File: src/hdl/urhb_pkg.sv
`default_nettype none

package urhb_pkg;

  // Request codes on the input channel; code 3 is unused and refused
  typedef enum logic [1:0] {
    REQ_PUSH = 2'd0,
    REQ_UNDO = 2'd1,
    REQ_REDO = 2'd2
  } req_t;

  // Result status codes
  localparam logic STATUS_DONE    = 1'b0;
  localparam logic STATUS_REFUSED = 1'b1;

  // Outcome of one request, handed from the controller to the result stage
  typedef struct packed {
    logic ok;    // request done
    logic move;  // undo or redo done, read data carries the value
  } res_t;

endpackage

`default_nettype wire

File: src/hdl/urhb_ram.sv
`default_nettype none

// History storage: one write port, one read port with registered data
module urhb_ram #(
  parameter int DEPTH      = 8,
  parameter int DATA_WIDTH = 32,
  localparam int AW        = $clog2(DEPTH)
) (
  input  wire logic                  clk,
  input  wire logic                  wr_en,
  input  wire logic [AW-1:0]         wr_addr,
  input  wire logic [DATA_WIDTH-1:0] wr_data,
  input  wire logic                  rd_en,
  input  wire logic [AW-1:0]         rd_addr,
  output logic      [DATA_WIDTH-1:0] rd_data
);

  logic [DATA_WIDTH-1:0] mem [DEPTH];
  logic [DATA_WIDTH-1:0] rd_data_r;

  // Write port
  always_ff @(posedge clk) begin
    if (wr_en) begin
      mem[wr_addr] <= wr_data;
    end
  end

  // Read port, data held until the next read
  always_ff @(posedge clk) begin
    if (rd_en) begin
      rd_data_r <= mem[rd_addr];
    end
  end

  assign rd_data = rd_data_r;

endmodule

`default_nettype wire

File: src/hdl/urhb_ctrl.sv
`default_nettype none

// Cursor and fill tracking over a circular slot array.
// cur_ptr_r is the slot of the cursor entry, cur_idx_r its position counted
// from the oldest entry, count_r the number of entries held.
module urhb_ctrl #(
  parameter int DEPTH = 8,
  localparam int AW   = $clog2(DEPTH)
) (
  input  wire logic          clk,
  input  wire logic          rst_n,
  input  wire logic          acc,
  input  wire logic [1:0]    req,
  output logic               wr_en,
  output logic [AW-1:0]      wr_addr,
  output logic               rd_en,
  output logic [AW-1:0]      rd_addr,
  output urhb_pkg::res_t     res
);

  localparam logic [AW-1:0] LAST_SLOT = AW'(DEPTH - 1);
  localparam logic [AW-1:0] KEEP_MAX  = AW'(DEPTH - 2);

  logic [AW-1:0] cur_ptr_r, cur_ptr_nxt;
  logic [AW-1:0] cur_idx_r, cur_idx_nxt;
  logic [AW-1:0] count_r,   count_nxt;

  logic [AW-1:0] ptr_inc, ptr_dec, keep;
  logic          empty, undo_ok, redo_ok;

  // Neighbor slots with wrap
  assign ptr_inc = (cur_ptr_r == LAST_SLOT) ? '0 : cur_ptr_r + AW'(1);
  assign ptr_dec = (cur_ptr_r == '0) ? LAST_SLOT : cur_ptr_r - AW'(1);

  assign empty   = (count_r == '0);
  assign undo_ok = !empty && (cur_idx_r != '0);
  assign redo_ok = !empty && ((cur_idx_r + AW'(1)) != count_r);

  // Entries up to the cursor survive a push; oldest one dropped when full
  always_comb begin
    if (empty) begin
      keep = '0;
    end else if (cur_idx_r >= KEEP_MAX) begin
      keep = KEEP_MAX;
    end else begin
      keep = cur_idx_r + AW'(1);
    end
  end

  // Next state and memory requests
  always_comb begin
    cur_ptr_nxt = cur_ptr_r;
    cur_idx_nxt = cur_idx_r;
    count_nxt   = count_r;
    wr_en       = 1'b0;
    wr_addr     = ptr_inc;
    rd_en       = 1'b0;
    rd_addr     = ptr_dec;
    res         = '{ok: 1'b0, move: 1'b0};
    unique case (req)
      urhb_pkg::REQ_PUSH: begin
        wr_en       = acc;
        cur_ptr_nxt = ptr_inc;
        cur_idx_nxt = keep;
        count_nxt   = keep + AW'(1);
        res         = '{ok: 1'b1, move: 1'b0};
      end
      urhb_pkg::REQ_UNDO: begin
        rd_addr = ptr_dec;
        if (undo_ok) begin
          rd_en       = acc;
          cur_ptr_nxt = ptr_dec;
          cur_idx_nxt = cur_idx_r - AW'(1);
          res         = '{ok: 1'b1, move: 1'b1};
        end
      end
      urhb_pkg::REQ_REDO: begin
        rd_addr = ptr_inc;
        if (redo_ok) begin
          rd_en       = acc;
          cur_ptr_nxt = ptr_inc;
          cur_idx_nxt = cur_idx_r + AW'(1);
          res         = '{ok: 1'b1, move: 1'b1};
        end
      end
      default: begin
        res = '{ok: 1'b0, move: 1'b0};
      end
    endcase
  end

  // State registers
  always_ff @(posedge clk) begin
    if (!rst_n) begin
      cur_ptr_r <= '0;
      cur_idx_r <= '0;
      count_r   <= '0;
    end else if (acc) begin
      cur_ptr_r <= cur_ptr_nxt;
      cur_idx_r <= cur_idx_nxt;
      count_r   <= count_nxt;
    end
  end

  // Checks
  a_count_bound: assert property (@(posedge clk) disable iff (!rst_n)
    count_r <= LAST_SLOT)
    else $error("history count above capacity");

  a_cursor_in_range: assert property (@(posedge clk) disable iff (!rst_n)
    (count_r != '0) |-> (cur_idx_r < count_r))
    else $error("cursor outside the held entries");

  a_empty_cursor: assert property (@(posedge clk) disable iff (!rst_n)
    (count_r == '0) |-> (cur_idx_r == '0))
    else $error("cursor moved on an empty history");

  a_push_fills: assert property (@(posedge clk) disable iff (!rst_n)
    (acc && req == urhb_pkg::REQ_PUSH) |=> (count_r != '0) && (cur_idx_r + AW'(1) == count_r))
    else $error("push did not leave cursor at newest entry");

endmodule

`default_nettype wire

File: src/hdl/undo_redo_history_buffer.sv
`default_nettype none

// Bounded undo/redo history. Holds up to DEPTH-1 values with a cursor. Push
// (req_type 0) drops the entries after the cursor, appends push_value and
// drops the oldest entry when full; undo (1) and redo (2) move the cursor one
// entry and return the value there, or answer status 1 with value 0 when no
// entry lies that way. Each request gives exactly one result in the cycle after
// its transfer, and a request can be taken every cycle while the result
// channel keeps up; the input stalls only while a result waits at a stalled
// output. Entries live in a DEPTH-slot circular RAM with registered read, so
// no entries are ever moved and a push costs one RAM write.
module undo_redo_history_buffer #(
  parameter int DEPTH      = 8,
  parameter int DATA_WIDTH = 32
) (
  input  wire logic                  clk,
  input  wire logic                  rst_n,
  input  wire logic                  in_valid,
  output logic                       in_stall,
  input  wire logic [1:0]            in_req_type,
  input  wire logic [DATA_WIDTH-1:0] in_push_value,
  output logic                       out_valid,
  input  wire logic                  out_stall,
  output logic                       out_status,
  output logic      [DATA_WIDTH-1:0] out_value_out
);

  localparam int AW = $clog2(DEPTH);

  logic                  acc;
  logic                  wr_en, rd_en;
  logic [AW-1:0]         wr_addr, rd_addr;
  logic [DATA_WIDTH-1:0] rd_data;
  urhb_pkg::res_t        res;

  logic out_valid_r;
  logic out_ok_r;
  logic out_move_r;

  // Input transfer; held off only while a result sits at a stalled output
  assign in_stall = out_valid_r && out_stall;
  assign acc      = in_valid && !in_stall;

  urhb_ctrl #(.DEPTH(DEPTH)) u_ctrl (
    .clk     (clk),
    .rst_n   (rst_n),
    .acc     (acc),
    .req     (in_req_type),
    .wr_en   (wr_en),
    .wr_addr (wr_addr),
    .rd_en   (rd_en),
    .rd_addr (rd_addr),
    .res     (res)
  );

  urhb_ram #(.DEPTH(DEPTH), .DATA_WIDTH(DATA_WIDTH)) u_ram (
    .clk     (clk),
    .wr_en   (wr_en),
    .wr_addr (wr_addr),
    .wr_data (in_push_value),
    .rd_en   (rd_en),
    .rd_addr (rd_addr),
    .rd_data (rd_data)
  );

  // Result register
  always_ff @(posedge clk) begin
    if (!rst_n) begin
      out_valid_r <= 1'b0;
    end else if (acc) begin
      out_valid_r <= 1'b1;
    end else if (!out_stall) begin
      out_valid_r <= 1'b0;
    end
  end

  always_ff @(posedge clk) begin
    if (acc) begin
      out_ok_r   <= res.ok;
      out_move_r <= res.move;
    end
  end

  assign out_valid     = out_valid_r;
  assign out_status    = out_ok_r ? urhb_pkg::STATUS_DONE : urhb_pkg::STATUS_REFUSED;
  assign out_value_out = out_move_r ? rd_data : '0;

endmodule

`default_nettype wire

File: config.mk
export PLATFORM = sky130hd
export DESIGN_NAME = undo_redo_history_buffer
export DESIGN_NICKNAME = d
export VERILOG_FILES = /design/src/hdl/urhb_pkg.sv /design/src/hdl/urhb_ram.sv /design/src/hdl/urhb_ctrl.sv /design/src/hdl/undo_redo_history_buffer.sv
export SDC_FILE = /design/constraint.sdc
export NUM_CORES = 1
export LEC_CHECK = 0
export ABC_AREA = 1
export BUFFER_PORTS_ARGS = -buffer_cell sky130_fd_sc_hd__buf_2
export CAP_MARGIN = 15
export CORE_ASPECT_RATIO = 1.5
export CORE_MARGIN = 2
export CORE_UTILIZATION = 62
export CTS_BUF_LIST = sky130_fd_sc_hd__clkbuf_8
export DETAILED_ROUTE_END_ITERATION = 6
export GPL_ROUTABILITY_DRIVEN = 0
export PLACE_DENSITY_LB_ADDON = 0.3
export SETUP_SLACK_MARGIN = 0.3
export SLEW_MARGIN = 5
export SYNTH_ARGS = -nofsm -noshare
export SYNTH_HDL_FRONTEND = slang
export SYNTH_HIERARCHICAL = 1
export SYNTH_SLANG_ARGS = --single-unit
File: constraint.sdc
create_clock -name clk -period 6.4 [get_ports clk]
set_input_delay 1.92 -clock clk [delete_from_list [all_inputs] [get_ports clk]]
set_output_delay 1.92 -clock clk [all_outputs]
set_load 0.02 [all_outputs]
==> parameters.txt, run 1 <==
Parameter                              Value

CTS
  Number of buffers created by CTS ... 42
  Clock transition at path regs ... 70 ps
  Root buffer selected by CTS ... sky130_fd_sc_hd__clkbuf_8
  Clock tree from TritonCTS ... yes
  H-tree levels ... 2
  Number of gates resized after cts ... 0
  Number of setup buffers added after CTS ... 0
  TritonCTS Sinks ... 300
  Max Root-Sink Buffers ... 3
  Later-pin clock latency in the skew report ... 560 ps
  Post-cts hold buffer count ... 0

Placed design
  Area of placed instances ... 14110 um^2
  IO buf count ... 72
  HPWL Detailed ... 14920 um

Critical path
  Crit Path Max Fanout ... 66
  Critical path's largest stage delay ... 830 ps
  Cell Chain, Critical Path ... buf_2, inv_1, ha_1, inv_2, nand2_1, nand2_4, clkinv_2, buf_12, nand2_1, nand3_1, nand2_1, nand2_1, nand2_1
  Depth of the worst register-to-register path ... 12
  Critical Path RT ... 6810 ps
  Bufs and invs on worst path ... 5
  Worst path top cell family by delay ... buffers and inverters
  Type of element launching the critical path ... input pin
  Setup CP Type ... in2reg
  Critical path data arrival time ... 4830 ps
  Number of cells on the critical path ... 13
  Critical-path cell with the highest stage delay ... sky130_fd_sc_hd__clkinv_2
  Crit path capture type ... flop
  Most used cell along the critical path ... sky130_fd_sc_hd__nand2_1

Power and ir drop
  Internal cell power ... 3.035 mW
  Switching Share ... 24.85%
  Net Switching ... 1.004 mW
  Total power density per cell area ... 270.8 nW/um^2
  Comb pwr share ... 10.9%
  Clock network fraction of design power ... 34.4%
  Worst vdd rail ir drop ... 141.3 uV
  Leakage power figure ... 7.155 nW
  Sequential share of power ... 54.7%

Die
  Starting density of the core ... 62.81%
  Standard-cell row count ... 66
  I/O pin cnt ... 73
  Core area ... 21550 um^2
  Width of the die ... 124.7 um
  Die ar. ... 23060 um^2
  Vertical die dimension ... 185.0 um

Cells and area
  Area growth from synthesis to final layout ... 10.14%
  Final nets ... 1512
  Footprint of the multi-input gates ... 3144 um^2
  Leading cell type in the layout, fill and taps excluded ... sky130_fd_sc_hd__nand2_1
  Final standard cell area without fillers ... 14910 um^2
  Top library cells by usage in the layout, fill and taps aside ... sky130_fd_sc_hd__nand2_1, sky130_fd_sc_hd__inv_1, sky130_fd_sc_hd__edfxtp_1, sky130_fd_sc_hd__nand3_1, sky130_fd_sc_hd__buf_2
  Ratio of cells with drive above 1 in the final layout ... 11.65%
  Sequential cell area in the final layout ... 8909 um^2
  Count of fill cells added during filler insertion ... 1539

Route
  Number of DRC markers after the initial detailed-route iteration ... 625
  First-pass iteration count of the detailed router ... 5
  Number of vias per cell ... 5.162
  ANT nets after route ... 0
  Detailed-route DRC error count ... 0
  Routed len/inst ... 15.27 um
  Total wire length after detailed routing ... 26990 um
  Vias ... 9127

Synth
  Async S/R FF share, synth ... 0%
  Post-synthesis cell type count ... 29
  Mean post-synth cell area ... 9.796 um^2
  Flops & latches, synth ... 300
  Cell area after synthesis ... 13540 um^2
  Number of enable-type register cells in the synthesized netlist ... 290
  Seq/Total Area, Yosys ... 65.80%
  Main flop type after synthesis ... sky130_fd_sc_hd__edfxtp_1
  Synth Instances ... 1382
  Net count after synthesis ... 1433
  Yosys warning total ... 6

Global route
  Global-route total usage across every layer ... 23.62%
  Global-route wire length before repair ... 42450 um
  Via count of the first global-routing pass ... 8709
  Maximum number of pins on one net before global-route repair ... 95
  Antenna violations before repair ... 3
  GR Overflow Total ... 0

Timing
  Post-Route Setup TNS ... 0 ps
  Final worst hold slack ... 480.2 ps
  Setup skew after layout ... 22.29 ps
  Number of failing setup endpoints in the final timing report ... 0
  Slew @ Worst Pin ... 1035 ps
  Final-report max-slew violation count ... 0
  Headroom to the max-slew limit ... 30.98%
  Hold Violations, Final ... 0
  Setup repair after global routing missed its margin ... no
  Final worst path period share ... 69.04%
  Min cycle time layout ... 4419 ps
  FMAX ... 226.3 MHz

Worst hold path
  Path category of the worst min-delay check ... reg2reg
  Depth of the worst hold-timing path ... 2

Flow run
  Max-cap check violation count ... 0

Status
  Result of the run ... complete, no violations
[metrics by stage]
step,cells,utilization [%],setup slack [ps],total power [mW]
3_3_place_gp,1689,65.47,1578,2.675
3_5_place_dp,1689,65.47,1493,2.688
5_1_grt,1767,69.17,1759,4.189
4_1_cts,1766,69.16,2053,4.059
6_report,1768,69.18,1981,4.038
2_1_floorplan,1382,-,1902,2.555
[kinds of logic after synthesis]
logic type	count (synthesis)	synth area share, %
simple gates	663	20.15
flops	300	65.80
buf+inv	379	11.69
compound gates	26	1.091
fa+ha+maj	13	1.202
xor+xnor	1	0.06471
[layer usage]
layer | part of all wire, % | routed length [um] | vias up | GRT usage, %
met1 | 38 | 10280 | 4264 | 27.75
met2 | 51 | 13780 | 339 | 41.86
li1 | - | - | 4432 | -
met4 | 3.9 | 1046 | 2 | 12.22
met3 | 6.9 | 1875 | 90 | 4.044
met5 | 0.041 | 11 | - | 0
[power by group through the flow]
stage / registers (mW) / logic (mW) / clock network [mW]
global route: 2.21 / 0.490 / 1.49
global placement: 2.25 / 0.424 / 0
detailed placement: 2.25 / 0.436 / 0
floorplan: 2.25 / 0.302 / 0
CTS: 2.21 / 0.437 / 1.41
finish: 2.21 / 0.439 / 1.39
[cell usage after synthesis, drive strengths merged, types with 3 or more instances]
library cell	number	area share [%]
nand3b	3	0.17
nand2	503	14
buf	44	2.3
nor2	21	0.67
inv	326	9.0
edfxtp	290	64
a21oi	11	0.49
clkbuf	9	0.33
dfxtp	10	1.5
o21ai	12	0.44
ha	13	1.2
nand3	136	5.1
[worst register-to-register path: cells and delay by family, from the launching register on]
| kind | cells | cell delay, ps |
|---|---|---|
| buf+inv | 3 | 1480 |
| simple gates | 7 | 960 |
| fa+ha+maj | 2 | 430 |
| flops | 1 | 350 |
[layout make-up]
class	instances	area share, %
sequential	300	59.75
timing repair buffer	88	3.306
clock inverter	31	1.082
inverter	326	8.215
antenna	2	0.03357
multi-input combinational	703	21.09
tap	272	2.282
clock buffer	46	4.246
[final timing paths]
path	startpoint	endpoint	slack [ps]
max	in_req_type[0]	u_ram/rd_data[23]	1980
min	out_valid	out_valid	480
max reg2reg	u_ctrl/cur_ptr_r[0]	u_ram/rd_data[23]	3060
min reg2reg	out_valid	out_valid	480
[state kept, by name, indices dropped and copies added, names as in the netlist]
register	flops
u_ctrl/cur_idx_r	3
out_valid	1
out_move_r	1
out_ok_r	1
u_ctrl/count_r	3
u_ctrl/cur_ptr_r	3
u_ram/mem	256
u_ram/rd_data	32
(Power assumes the default switching activity.)
==> run 2: changes to the inputs <==
- clock period: 6.4 -> 4.54 ns (I/O delays scaled with it)
==> parameters.txt, run 2 (synthesis gave the netlist of run 1 again) <==
Parameter                              Value

Cells and area
  Top library cells by usage in the layout, fill and taps aside ... sky130_fd_sc_hd__nand2_1, sky130_fd_sc_hd__inv_1, sky130_fd_sc_hd__edfxtp_1, sky130_fd_sc_hd__nand3_1, sky130_fd_sc_hd__buf_2
  Post-layout instance count excluding filler cells ... 1775
  Biggest register ... u_ram/mem
  End-of-flow core utilization ... 69.94%
  Ratio of cells with drive above 1 in the final layout ... 11.80%
  Leading cell type in the layout, fill and taps excluded ... sky130_fd_sc_hd__nand2_1
  Max reg flops ... 256
  Final nets ... 1518
  Area growth from synthesis to final layout ... 11.34%

Timing
  Final-report max-slew violation count ... 0
  FMAX ... 310.3 MHz
  Setup skew after layout ... 16.75 ps
  Hold Violations, Final ... 0
  Slew @ Worst Pin ... 1135 ps
  Min cycle time layout ... 3223 ps
  Number of failing setup endpoints in the final timing report ... 0
  Setup repair after global routing missed its margin ... no
  Headroom to the max-slew limit ... 24.23%
  Final worst path period share ... 70.98%
  Post-Route Setup TNS ... 0 ps

Critical path
  Depth of the worst register-to-register path ... 12
  Critical path data arrival time ... 1860 ps
  Setup CP Type ... reg2out
  Critical path's largest stage delay ... 670 ps
  Crit path capture type ... primary output
  Worst reg2reg path startpoint ... u_ctrl/cur_idx_r[1]
  Timing startpoint of the critical path ... out_move_r
  Cell Chain, Critical Path ... buf_4, nand2_1, inv_1, buf_2
  Type of element launching the critical path ... flop
  Critical-path cell with the highest stage delay ... sky130_fd_sc_hd__edfxtp_1
  Critical Path RT ... 3180 ps
  Crit Path Max Fanout ... 12

Route
  Vias ... 9232
  ANT nets after route ... 0
  Routed len/inst ... 16.01 um
  Total wire length after detailed routing ... 28410 um
  Number of vias per cell ... 5.201
  Number of DRC markers after the initial detailed-route iteration ... 747
  First-pass iteration count of the detailed router ... 5
  Detailed-route DRC error count ... 0

Global route
  Global-route wire length before repair ... 44960 um
  Maximum number of pins on one net before global-route repair ... 129
  Via count of the first global-routing pass ... 9103
  GR Overflow Total ... 0
  Global-route total usage across every layer ... 24.89%
  Antenna violations before repair ... 5

CTS
  Max Root-Sink Buffers ... 3
  H-tree levels ... 2
  Post-cts hold buffer count ... 0
  Clock transition at path regs ... 60 ps
  Later-pin clock latency in the skew report ... 540 ps
  TritonCTS Sinks ... 300
  Clock tree from TritonCTS ... yes
  Number of buffers created by CTS ... 43
  Number of gates resized after cts ... 0
  Number of setup buffers added after CTS ... 0
  Root buffer selected by CTS ... sky130_fd_sc_hd__clkbuf_8

Worst hold path
  Path category of the worst min-delay check ... reg2reg
  Worst min-delay path startpoint ... out_valid
  Depth of the worst hold-timing path ... 2

Die
  Die ar. ... 23060 um^2
  Standard-cell row count ... 66
  I/O pin cnt ... 73
  Starting density of the core ... 62.81%
  Core area ... 21550 um^2
  Vertical die dimension ... 185.0 um
  Width of the die ... 124.7 um

Placed design
  IO buf count ... 72
  Placed insts ... 1694
  HPWL Detailed ... 15910 um

Status
  Result of the run ... complete, no violations

Flow run
  Max-cap check violation count ... 0

Power and ir drop
  Leakage power figure ... 7.207 nW
  Total power density per cell area ... 381.8 nW/um^2
  Worst vdd rail ir drop ... 226.0 uV
[run 2: cell types whose count changed in the layout (fill, tap and decap cells not counted), sizes merged]
cell and change:
clkbuf -1, inv -4, buf +5, bufinv +1, diode +1, clkinv +5
[run 2: critical path, delay by kind of cell, from the launching register on]
family	cells	cell delay, ps
and+or+nand+nor	1	90
DFF	1	670
buffers and inverters	3	570
[run 2: metal layers]
layer,vias to the layer above,track usage (%),wire (um)
li1,4456,-,-
met1,4306,28.75,10340
met2,382,45.38,15010
met3,84,4.391,2097
met4,4,11.15,945
met5,-,0,18
[run 2: stage by stage]
step	power (mW)	hold slack [ps]	worst slack (ps)	cell area, um^2
after global placement	3.791	476.0	978.4	14260
final	5.756	471.7	1317	15070
after global routing	5.979	513.9	1247	15070
after floorplan	3.601	456.9	599.9	13540
after CTS	5.794	476.3	1277	15070
after detailed placement	3.810	466.4	904.0	14260
[run 2: final timing paths]
| check | endpoint | slack [ps] |
|---|---|---|
| worst max-delay path | out_value_out[30] | 1320 |
| worst min register to register | out_valid | 470 |
| worst min-delay path | out_valid | 470 |
| worst max register to register | u_ram/rd_data[26] | 1790 |
[run 2: cell type report]
type                            count  area [um^2]
Clock buffer                       45        619.3
Tap cell                          272        340.3
Clock inverter                     33        185.2
Antenna cell                        3        7.507
Inverter                          326         1225
Timing Repair Buffer               93        643.1
Multi-Input combinational cell    703         3144
Fill cell                        1564         6480
Sequential cell                   300         8909
[run 2: report_power, final]
| group | total [mW] | internal, mW | switching [mW] |
|---|---|---|---|
| logic | 0.636 | 0.190 | 0.446 |
| registers | 3.12 | 3.10 | 0.0185 |
| clock network | 2.00 | 1.03 | 0.967 |
==> run 3: changes to the inputs <==
- ABC_AREA: 1 -> 0
- CORE_UTILIZATION: 62 -> 57
- clock period: 4.54 -> 2.8 ns (I/O delays scaled with it)
==> parameters.txt, run 3 <==
Parameter                              Value

Synth
  Number of enable-type register cells in the synthesized netlist ... 290
  Cell area after synthesis ... 12070 um^2
  Post-synthesis cell type count ... 45
  Cell with the most instances after synthesis ... sky130_fd_sc_hd__edfxtp_1
  Net count after synthesis ... 622
  Async S/R FF share, synth ... 0%
  Main flop type after synthesis ... sky130_fd_sc_hd__edfxtp_1
  Synth area leader ... sky130_fd_sc_hd__edfxtp_1
  Area share of the largest cell type after synthesis ... 72.13%
  Yosys warning total ... 6
  Seq/Total Area, Yosys ... 73.79%
  Mean post-synth cell area ... 21.14 um^2
  Flops & latches, synth ... 300
  Cell types with the highest counts after synthesis ... sky130_fd_sc_hd__edfxtp_1, sky130_fd_sc_hd__mux4_1, sky130_fd_sc_hd__and2_2, sky130_fd_sc_hd__mux2_2, sky130_fd_sc_hd__mux4_2
  Main area contributors after synthesis ... sky130_fd_sc_hd__edfxtp_1, sky130_fd_sc_hd__mux4_1, sky130_fd_sc_hd__mux4_2
  Synth Instances ... 571

Global route
  Antenna violations before repair ... 4
  Via count of the first global-routing pass ... 6150
  GR Overflow Total ... 0
  Global-route total usage across every layer ... 20.57%
  Global-route wire length before repair ... 34000 um
  Maximum number of pins on one net before global-route repair ... 33

Timing
  Setup skew after layout ... 17.03 ps
  Number of failing setup endpoints in the final timing report ... 0
  Final worst path period share ... 87.29%
  Min cycle time layout ... 2444 ps
  Setup repair after global routing missed its margin ... yes
  Headroom to the max-slew limit ... 67.56%
  Final-report max-slew violation count ... 0
  Hold Violations, Final ... 0
  FMAX ... 409.2 MHz
  Slew @ Worst Pin ... 483.9 ps

Die
  Die ar. ... 22380 um^2
  I/O pin cnt ... 73
  Vertical die dimension ... 182.2 um
  Core area ... 20900 um^2
  Width of the die ... 122.8 um
  Starting density of the core ... 57.76%
  Standard-cell row count ... 65

CTS
  Number of buffers created by CTS ... 42
  Clock transition at path regs ... 70 ps
  Root buffer selected by CTS ... sky130_fd_sc_hd__clkbuf_8
  Later-pin clock latency in the skew report ... 530 ps
  H-tree levels ... 2
  Max Root-Sink Buffers ... 3
  Clock tree from TritonCTS ... yes
  TritonCTS Sinks ... 300

Route
  Routed len/inst ... 22.22 um
  ANT nets after route ... 0
  First-pass iteration count of the detailed router ... 4
  Number of DRC markers after the initial detailed-route iteration ... 383
  Total wire length after detailed routing ... 22180 um
  Vias ... 5697
  Number of vias per cell ... 5.708
  Detailed-route DRC error count ... 0

Placed design
  IO buf count ... 72
  Area of placed instances ... 13090 um^2
  HPWL Detailed ... 12940 um

Critical path
  Minimum setup slack among reg-to-reg paths ... 360 ps
  Critical path's largest stage delay ... 520 ps
  Cell Chain, Critical Path ... inv_1, ha_2, nand2b_2, o21ai_4, buf_12, buf_16, mux4_2, mux2_2
  Crit Path Max Fanout ... 18
  Setup CP Type ... reg2reg
  Type of element launching the critical path ... flop
  Critical Path RT ... 3070 ps
  Critical path data arrival time ... 2720 ps
  Depth of the worst register-to-register path ... 8
  Critical-path cell with the highest stage delay ... sky130_fd_sc_hd__mux4_2
  Crit path capture type ... flop
  Reg-to-Reg End ... u_ram/rd_data[16]
  Worst reg2reg path startpoint ... u_ctrl/cur_ptr_r[0]

Power and ir drop
  Leakage power figure ... 4.855 nW
  Switching Share ... 21.85%
  Worst vdd rail ir drop ... 533.5 uV
  Clock network fraction of design power ... 34.5%
  Post-layout total power ... 8.764 mW
  Total power density per cell area ... 629.6 nW/um^2
  Sequential share of power ... 57.1%
  Internal cell power ... 6.849 mW
  Comb pwr share ... 8.4%
  Net Switching ... 1.915 mW

Cells and area
  Leading cell type in the layout, fill and taps excluded ... sky130_fd_sc_hd__edfxtp_1
  Top library cells by usage in the layout, fill and taps aside ... sky130_fd_sc_hd__edfxtp_1, sky130_fd_sc_hd__buf_2, sky130_fd_sc_hd__mux4_2, sky130_fd_sc_hd__clkbuf_8, sky130_fd_sc_hd__and2_2
  Max reg flops ... 256
  Final nets ... 745
  Ratio of cells with drive above 1 in the final layout ... 42.15%
  Final standard cell area without fillers ... 13920 um^2
  Biggest register ... u_ram/mem
  Area growth from synthesis to final layout ... 15.31%

Status
  Result of the run ... complete, no violations

Worst hold path
  Worst min-delay path startpoint ... u_ctrl/cur_ptr_r[1]
  Path category of the worst min-delay check ... reg2reg
  Worst Hold Endpoint ... u_ctrl/cur_ptr_r[1]
  Depth of the worst hold-timing path ... 2

Flow run
  Max-cap check violation count ... 0
## run 3: cell types whose count changed in the layout (fill, tap and decap cells not counted), moves of 6 or more
| cell | previous run | this run |
|---|---|---|
| sky130_fd_sc_hd__mux4_2 | 0 | 60 |
| sky130_fd_sc_hd__and2_2 | 0 | 32 |
| sky130_fd_sc_hd__nand3_1 | 134 | 3 |
| sky130_fd_sc_hd__nand2_1 | 494 | 11 |
| sky130_fd_sc_hd__inv_1 | 327 | 28 |
| sky130_fd_sc_hd__mux2i_1 | 0 | 6 |
| sky130_fd_sc_hd__mux2_2 | 0 | 31 |
| sky130_fd_sc_hd__buf_12 | 10 | 18 |
| sky130_fd_sc_hd__clkinv_1 | 19 | 8 |
## run 3: through the flow
step                      instances  setup WS [ps]  hold slack [ps]  setup TNS (ps)  utilization, %
after global placement          916         -89.32            475.5           -1259           62.62
after CTS                       993          309.8            498.0               0           66.31
after detailed placement        916         -151.8            489.0           -2800           62.62
final                           998          355.9            494.4               0           66.60
after floorplan                 571         -25.56            455.2           -1500               -
after global routing            996          259.6            509.5               0           66.58
## run 3: worst max-delay path: cells and delay by family (launching register included)
kind	cells	cell delay, ps
mux	2	790
simple gates	1	130
buf+inv	3	500
compound gates	1	190
flops	1	340
fa+ha+maj	1	230
## run 3: final cells by class
| class | instances | area [um^2] |
|---|---|---|
| inverter | 12 | 57.56 |
| sequential | 300 | 8909 |
| antenna | 4 | 10.01 |
| tap | 268 | 335.3 |
| clock buffer | 42 | 578.1 |
| timing repair buffer | 106 | 902.1 |
| multi-input combinational | 232 | 2959 |
| fill | 1326 | 6980 |
| clock inverter | 34 | 170.2 |
## run 3: kinds of logic after synthesis
kind of cell             synth area share (%)
adder cells (fa/ha/maj)                 1.347
AND/OR/NAND/NOR                         4.125
buffers and inverters                   1.793
flip-flops                              73.79
multiplexers                            16.67
AO/OA/AOI/OAI                           1.803
XOR/XNOR                               0.4768
## run 3: power by group through the flow
stage          Sequential (mW)  Combinational, mW  Clock, mW
2_1_floorplan             5.10              0.488          0
6_report                  5.00              0.737       3.02
5_1_grt                   5.00              0.793       3.31
3_3_place_gp              5.09              0.699          0
3_5_place_dp              5.10              0.728          0
4_1_cts                   5.00              0.735       3.10
## run 3: repair_timing
action,4_1_cts,5_1_grt
gates resized for setup,1,5
hold buffers,0,0
pin swaps,1,0
setup endpoints to repair,27,58
cloned,0,1
buffers inserted,1,0
## run 3: how the worst max path moves through the flow
stage,from,endpoint
global placement,in_req_type[0],u_ram/rd_data[31]
CTS,out_move_r,out_value_out[22]
floorplan,out_stall,u_ram/mem[0][0]
global route,u_ctrl/cur_ptr_r[0],u_ram/rd_data[5]
finish,u_ctrl/cur_ptr_r[0],u_ram/rd_data[16]
detailed placement,in_req_type[0],u_ram/rd_data[31]
## run 3: routing by layer
| layer | routed length [um] | vias to the layer above | part of all wire (%) | track usage (%) |
|---|---|---|---|---|
| met2 | 12400 | 134 | 56 | 36.51 |
| met1 | 8464 | 2959 | 38 | 25.46 |
| met4 | 391 | 0 | 1.8 | 6.529 |
| li1 | - | 2570 | - | - |
| met5 | 0 | - | 0 | 0 |
| met3 | 919 | 34 | 4.1 | 3.656 |
